===== config.mk =====
export PLATFORM = sky130hd
export DESIGN_NAME = argb_unpremultiply_to_rgba_top
export DESIGN_NICKNAME = d
export VERILOG_FILES = /design/src/rtl/core/aur_pkg.sv /design/src/rtl/core/argb_unpremultiply_to_rgba_top.sv /design/src/rtl/core/aur_cell.sv
export SDC_FILE = /design/constraint.sdc
export NUM_CORES = 1
export LEC_CHECK = 0
export ABC_AREA = 1
export BUFFER_PORTS_ARGS = -buffer_cell sky130_fd_sc_hd__buf_2
export CORE_ASPECT_RATIO = 1.4
export CORE_UTILIZATION = 35
export DETAILED_ROUTE_END_ITERATION = 12
export SLEW_MARGIN = 25
export SYNTH_ARGS = -nofsm -noshare
export SYNTH_HDL_FRONTEND = slang
export SYNTH_SLANG_ARGS = --single-unit
export TNS_END_PERCENT = 30

===== constraint.sdc =====
create_clock -name clk -period 6 [get_ports clk]
set_clock_uncertainty 0.15 [all_clocks]
set_input_delay 1.2 -clock clk [delete_from_list [all_inputs] [get_ports clk]]
set_output_delay 1.2 -clock clk [all_outputs]
set_load 0.01 [all_outputs]

===== src/rtl/core/aur_pkg.sv =====
// Package for the alpha unpremultiply block: pixel layout, per-stage data types,
// and the lane preparation that feeds the divider chain.
// No dependencies.
package aur_pkg;

    // Pixel and channel geometry
    localparam int CHAN_W    = 8;
    localparam int PIXEL_W   = 32;
    localparam int NUM_LANES = 3;

    // One restoring-division cell per quotient bit
    localparam int NUM_CELLS = CHAN_W;

    // Lane indexes for the colour channels
    localparam int LANE_R = 2;
    localparam int LANE_G = 1;
    localparam int LANE_B = 0;

    localparam logic [CHAN_W-1:0] CHAN_MAX = 8'hFF;

    // One colour channel in flight: partial remainder, shifting dividend/quotient word
    typedef struct packed {
        logic              bypass;
        logic [CHAN_W-1:0] rem;
        logic [CHAN_W-1:0] low;
    } lane_t;

    // Everything one stage hands to the next
    typedef struct packed {
        logic [CHAN_W-1:0]           alpha;
        lane_t [NUM_LANES-1:0]       lane;
    } stage_t;

    // Set up one channel for division by alpha.
    // Zero alpha passes the channel through; a channel at or above alpha saturates.
    function automatic lane_t prep_lane(input logic [CHAN_W-1:0] chan,
                                        input logic [CHAN_W-1:0] alpha);
        logic [2*CHAN_W-1:0] prod;
        lane_t               l;
        prod = {chan, {CHAN_W{1'b0}}} - {{CHAN_W{1'b0}}, chan};
        if (alpha == '0) begin
            l.bypass = 1'b1;
            l.rem    = '0;
            l.low    = chan;
        end else if (chan >= alpha) begin
            l.bypass = 1'b1;
            l.rem    = '0;
            l.low    = CHAN_MAX;
        end else begin
            l.bypass = 1'b0;
            l.rem    = prod[2*CHAN_W-1:CHAN_W];
            l.low    = prod[CHAN_W-1:0];
        end
        return l;
    endfunction

endpackage


===== src/rtl/core/argb_unpremultiply_to_rgba_top.sv =====
// Alpha unpremultiply, ARGB32 premultiplied in, RGBA-ordered straight alpha out.
// A request passes the registered cells of the chain to done, one cell per quotient bit.
// Throughput: one request per cycle; busy stays low, the chain advances every cycle.
// Reset clears the valid flags of all cells; data in flight is dropped.
// The receiver cannot stall: done is a one-cycle strobe. Depends on aur_pkg, aur_cell.
module argb_unpremultiply_to_rgba_top
    import aur_pkg::*;
(
    input  logic               clk,
    input  logic               rst_n,
    input  logic               start,
    output logic               busy,
    input  logic [PIXEL_W-1:0] pixel_in,
    output logic               done,
    output logic [PIXEL_W-1:0] pixel_out
);

    logic   accept;
    stage_t entry;
    logic   chain_valid [NUM_CELLS+1];
    stage_t chain_data  [NUM_CELLS+1];

    // The chain never blocks a request
    assign busy   = 1'b0;
    assign accept = start && !busy;

    // Unpack the pixel and set up each lane for division
    always_comb
    begin
        entry.alpha            = pixel_in[31:24];
        entry.lane[LANE_R]     = prep_lane(pixel_in[23:16], pixel_in[31:24]);
        entry.lane[LANE_G]     = prep_lane(pixel_in[15:8],  pixel_in[31:24]);
        entry.lane[LANE_B]     = prep_lane(pixel_in[7:0],   pixel_in[31:24]);
    end

    assign chain_valid[0] = accept;
    assign chain_data[0]  = entry;

    // Build the divider chain
    for (genvar k = 0; k < NUM_CELLS; k++)
    begin : g_cell
        aur_cell u_cell (
            .clk       (clk),
            .rst_n     (rst_n),
            .in_valid  (chain_valid[k]),
            .in_data   (chain_data[k]),
            .out_valid (chain_valid[k+1]),
            .out_data  (chain_data[k+1])
        );
    end

    // Repack with red and blue swapped
    assign done      = chain_valid[NUM_CELLS];
    assign pixel_out = {chain_data[NUM_CELLS].alpha,
                        chain_data[NUM_CELLS].lane[LANE_B].low,
                        chain_data[NUM_CELLS].lane[LANE_G].low,
                        chain_data[NUM_CELLS].lane[LANE_R].low};

    // Every accepted request comes out as a done strobe at the end of the chain
    a_latency: assert property (@(posedge clk) disable iff (!rst_n)
        accept |-> ##NUM_CELLS done)
        else $error("accepted request did not complete on time");

    // No result without a matching request
    a_no_ghost: assert property (@(posedge clk) disable iff (!rst_n)
        done |-> $past(accept, NUM_CELLS))
        else $error("result without a request");

    // Alpha travels unchanged
    a_alpha: assert property (@(posedge clk) disable iff (!rst_n)
        done |-> pixel_out[31:24] == $past(pixel_in[31:24], NUM_CELLS))
        else $error("alpha corrupted");

    // Zero alpha passes colour through with red and blue swapped
    a_zero_alpha: assert property (@(posedge clk) disable iff (!rst_n)
        done && pixel_out[31:24] == 8'h00 |->
            pixel_out[23:0] == {$past(pixel_in[7:0], NUM_CELLS),
                                $past(pixel_in[15:8], NUM_CELLS),
                                $past(pixel_in[23:16], NUM_CELLS)})
        else $error("zero-alpha pass-through broken");

endmodule


===== src/rtl/core/aur_cell.sv =====
// One cell of the divider chain: retires one quotient bit for each colour lane
// that is not bypassed and registers the result for the next cell. Depends on aur_pkg.
module aur_cell
    import aur_pkg::*;
(
    input  logic   clk,
    input  logic   rst_n,
    input  logic   in_valid,
    input  stage_t in_data,
    output logic   out_valid,
    output stage_t out_data
);

    logic   valid_reg;
    stage_t data_reg;
    stage_t data_next;

    // Shift in the next dividend bit, subtract alpha when it fits; bypassed lanes hold
    always_comb
    begin
        logic [CHAN_W:0] trial;
        logic            fits;
        data_next.alpha = in_data.alpha;
        for (int i = 0; i < NUM_LANES; i++)
        begin
            trial = {in_data.lane[i].rem, in_data.lane[i].low[CHAN_W-1]};
            fits  = (trial >= {1'b0, in_data.alpha});
            data_next.lane[i].bypass = in_data.lane[i].bypass;
            if (in_data.lane[i].bypass)
            begin
                data_next.lane[i].rem = in_data.lane[i].rem;
                data_next.lane[i].low = in_data.lane[i].low;
            end
            else
            begin
                data_next.lane[i].rem = fits ? CHAN_W'(trial - {1'b0, in_data.alpha})
                                             : trial[CHAN_W-1:0];
                data_next.lane[i].low = {in_data.lane[i].low[CHAN_W-2:0], fits};
            end
        end
    end

    // Advance the valid flag
    always_ff @(posedge clk or negedge rst_n)
    begin
        if (!rst_n)
            valid_reg <= 1'b0;
        else
            valid_reg <= in_valid;
    end

    // Advance the payload
    always_ff @(posedge clk)
    begin
        data_reg <= data_next;
    end

    assign out_valid = valid_reg;
    assign out_data  = data_reg;

endmodule

==> impl_results.md <==
- Status: completed
- Slew Limit Fails: 0
- Residual antenna-violating net count after detailed routing: 0
- Hold Violations, Final: 0
- Reg2Reg Depth: 12
- 1st-pass router iterations: 5
- Chip Width: 226 um
- Antenna Cells: 0
- Final-layout setup total negative slack: 0 ns
- Crit path top cell by count: nand3_1
- Worst hold path class: reg2reg
- Number of design-rule violations left by the first detailed-router iteration: between 700 and 800
- Power per cell area: between 400 and 500 nW/um^2
- Max-slew headroom: 0.572
- Rows: 114
- Mean Syn Cell Area: 7.41 sq um
- Synth Register Bits: 453
- Highest clock frequency the design can meet: between 200 and 250 MHz
- Leakage: roughly 14 nW
- # setup viols final: 0
- Number of global-route vias before repair: approximately 19000
- Worst EP arrival: between 4 and 5 ns
- Clock Root Buffer: clkbuf_16
- Cell variety after synth: 55
- Worst hold endpoint: g_cell[4].u_cell.out_data[55]
- Nets in the synthesized netlist: around 3600
- Final core area utilization: 0.391
- Area used by sequential logic in the layout: 9110 sq um
- Highest fanout seen on the critical path: 15
- Clock latency at the later pin of the worst-skew pair: ~0.57 ns
- Unrepaired setup endpoints after global routing: false
- Number of stages on the worst hold path: 0
- Average wire per cell in the routed design: approximately 13 um
- Clock tree from TritonCTS: yes
- Post-layout min period: between 4 and 5 ns
- End of the worst register-to-register path: g_cell[6].u_cell.out_data[42]
- Via count: a little under 20000
- Setup fix buffers added after clock tree synthesis: 0
- Port Buffer Count: 67
- Wire length after detailed routing: roughly 55000 um
- Starting Density: 0.356
- Die height: ~320 um
- Critical path start-end classification: in2reg
- Launching element type of the critical path: input port
- Worst-path cell chain: buf_2, inv_1, ha_1, nand2_1, inv_2, a21oi_1, nand2_2, nor2_2, nand2_2, inv_2, nand2_1, inv_1, ha_1, nand3_1, nand3_1, nand3_1, nand3_1, nand2_1, nand3_2, o21a_1
- Area taken by multi-input logic gates: 13400 sq um
- Startpoint of the worst register-to-register path: g_cell[5].u_cell.out_data[52]
- Cell Area, Synth: ~25000 sq um
- Leftover overflow at the end of global routing: 0
- HPWL Detailed: between 40000 and 50000 um
- Final Cycle Share: 0.698
- Pin count of the biggest net entering global routing: 25
- Endpoint class of the critical path: flip-flop
- Number of maximum-capacitance violations: 0
- Cell family with most CP delay: simple AND/OR/NAND/NOR gates
- Clock buffer count from CTS: 46
- Routability Congestion: 0.925
- Sinks on the clock net: around 450
- Number of hold-repair buffers added at the cts stage: 0
- Fraction of layout cells with a size suffix above 1: 0.0704
- Ys Warns: 0
- # IOs: 69
- Worst voltage drop across the vdd grid: between 0.2 and 0.25 mV
- Total of fill cells in the finished design: approximately 7300
- DRC viols: 0
- Number of buffer and inverter stages on the critical path: 5
- Slew of the pin with the lowest slew margin: about 0.64 ns
- Floorplan Core Area: 69300 sq um
- Total routing usage reported by global routing: 0.158
- Area Overhead vs Synth: 9.98%
- Antenna violations before repair: 0
- Final-stage net count: 3613
- Synthesized instance count: approximately 3300
- Maximum single-stage delay on the critical path: 0.35 ns
- Area of the die: roughly 72000 sq um
- Vias per Instance: 4.52
- Launch point of the worst path: pixel_in[31]
- Clock slew at the register clock pins of the worst setup and hold paths: roughly 0.07 ns
- Clock Path Buffers: 3
- Worst-path cell with the longest stage delay: inv_1
- # H-tree levels: 2
- Sequential area share after synthesis: 0.369
- Required time of the critical path: around 6.3 ns
- CTS-repair resized insts: 0
- Register-to-register setup slack: about 3.4 ns
- Source of the worst hold timing path: g_cell[3].u_cell.out_data[55]
- Global-route wire length before repair: between 90000 and 100000 um
-- final cells by class --
class,count,share of cell area
Clock buffer,64,0.0494
Tap cell,928,0.0428
Clock inverter,17,0.00867
Timing Repair Buffer,68,0.0126
Multi-Input combinational cell,2352,0.494
Sequential cell,453,0.336
Inverter,414,0.0573
-- placed cells by master (no fill, tap or decap), drive strengths merged --
cell      netlist  routed
a211oi          3       3
a21boi         12      12
a21o            7       7
a21oi         116     116
a22oi           4       4
a31oi           1       1
a32oi           1       1
a41oi           2       2
and2            4       4
and3            1       1
buf            53      68
bufinv          0       4
clkbuf         56      64
clkinv          3      12
clkinvlp        0       1
conb            1       1
dfrtp           8       8
dfxtp         445     445
fa             21      21
ha            222     222
inv           411     414
nand2        1070    1070
nand3         200     200
nand3b         10      10
nand4          41      41
nor2          174     174
nor3           20      20
o211ai         51      51
o21a            6       6
o21ai         210     210
o21bai         16      16
o22ai          12      12
o31ai           2       2
or2            12      12
xnor2          49      49
xor2           84      84
-- logic make-up after synthesis --
| logic type | count (synthesis) | share of synthesized area |
|---|---|---|
| compound gates | 443 | 0.104 |
| xor+xnor | 133 | 0.0472 |
| fa+ha+maj | 243 | 0.130 |
| buf+inv | 523 | 0.0880 |
| flops | 453 | 0.369 |
| other cells | 1 | 0.000152 |
| simple gates | 1532 | 0.262 |
-- metal layers --
metal  up-vias  GRT usage  routed length (um)
li1      10700          -                   -
met1      8380      0.166               22500
met2       259      0.310               29200
met3       116     0.0196                1370
met4         0     0.0673                2410
met5         -          0                   0
-- state kept, by name (all words and copies together) (netlist names) --
register,flops
g_cell.u_cell.out_data,445
g_cell.u_cell.out_valid,8
-- through the flow --
step                      cells  worst slack (ns)  total power, mW  hold slack (ns)  cell area (sq um)
final                      4296              1.81             13.1            0.190              27100
after floorplan            3328              2.08             9.24            0.179              24700
after detailed placement   4215              1.26             10.3            0.185              25600
after global routing       4296              1.47             14.4            0.199              27100
after global placement     4215              1.28             10.3            0.184              25600
after CTS                  4296              1.86             13.3            0.188              27100
-- synth_stat cells, drive strengths merged --
library cell  count  area share
nor3             20      0.0051
a21boi           12      0.0037
clkinv            3     0.00046
a41oi             2      0.0010
nand3b           10      0.0030
xnor2            49       0.017
clkbuf           56      0.0085
buf              53       0.016
o22ai            12      0.0030
nand2          1070        0.17
dfxtp           445        0.36
fa               21       0.017
inv             411       0.063
nand4            41       0.010
o21a              6      0.0018
o31ai             2     0.00061
o211ai           51       0.016
and2              4      0.0010
nand3           200       0.043
a21o              7      0.0021
ha              222        0.11
a32oi             1     0.00036
or2              12      0.0030
a31oi             1     0.00025
conb              1     0.00015
a21oi           116       0.025
o21ai           210       0.044
dfrtp             8      0.0081
a211oi            3      0.0014
nor2            174       0.029
xor2             84       0.030
o21bai           16      0.0050
and3              1     0.00025
a22oi             4      0.0012
-- power breakdown --
part | internal, mW | switching, mW | total, mW | leakage, nW
combinational | 2.22 | 3.24 | 5.47 | 9.07
sequential | 4.06 | 0.691 | 4.75 | 3.84
clock | 1.74 | 1.19 | 2.93 | 0.773
-- worst max path at each step --
| stage | to | slack (ns) | cells past startpoint |
|---|---|---|---|
| 2_1_floorplan | g_cell[0].u_cell.out_data[44] | 2.08 | 21 |
| 3_3_place_gp | g_cell[0].u_cell.out_data[0] | 1.28 | 19 |
| 3_5_place_dp | g_cell[0].u_cell.out_data[0] | 1.26 | 19 |
| 4_1_cts | g_cell[0].u_cell.out_data[0] | 1.86 | 20 |
| 5_1_grt | g_cell[0].u_cell.out_data[29] | 1.47 | 20 |
| 6_report | g_cell[0].u_cell.out_data[0] | 1.81 | 20 |
No activity file was read; power rests on OpenSTA's default activity.
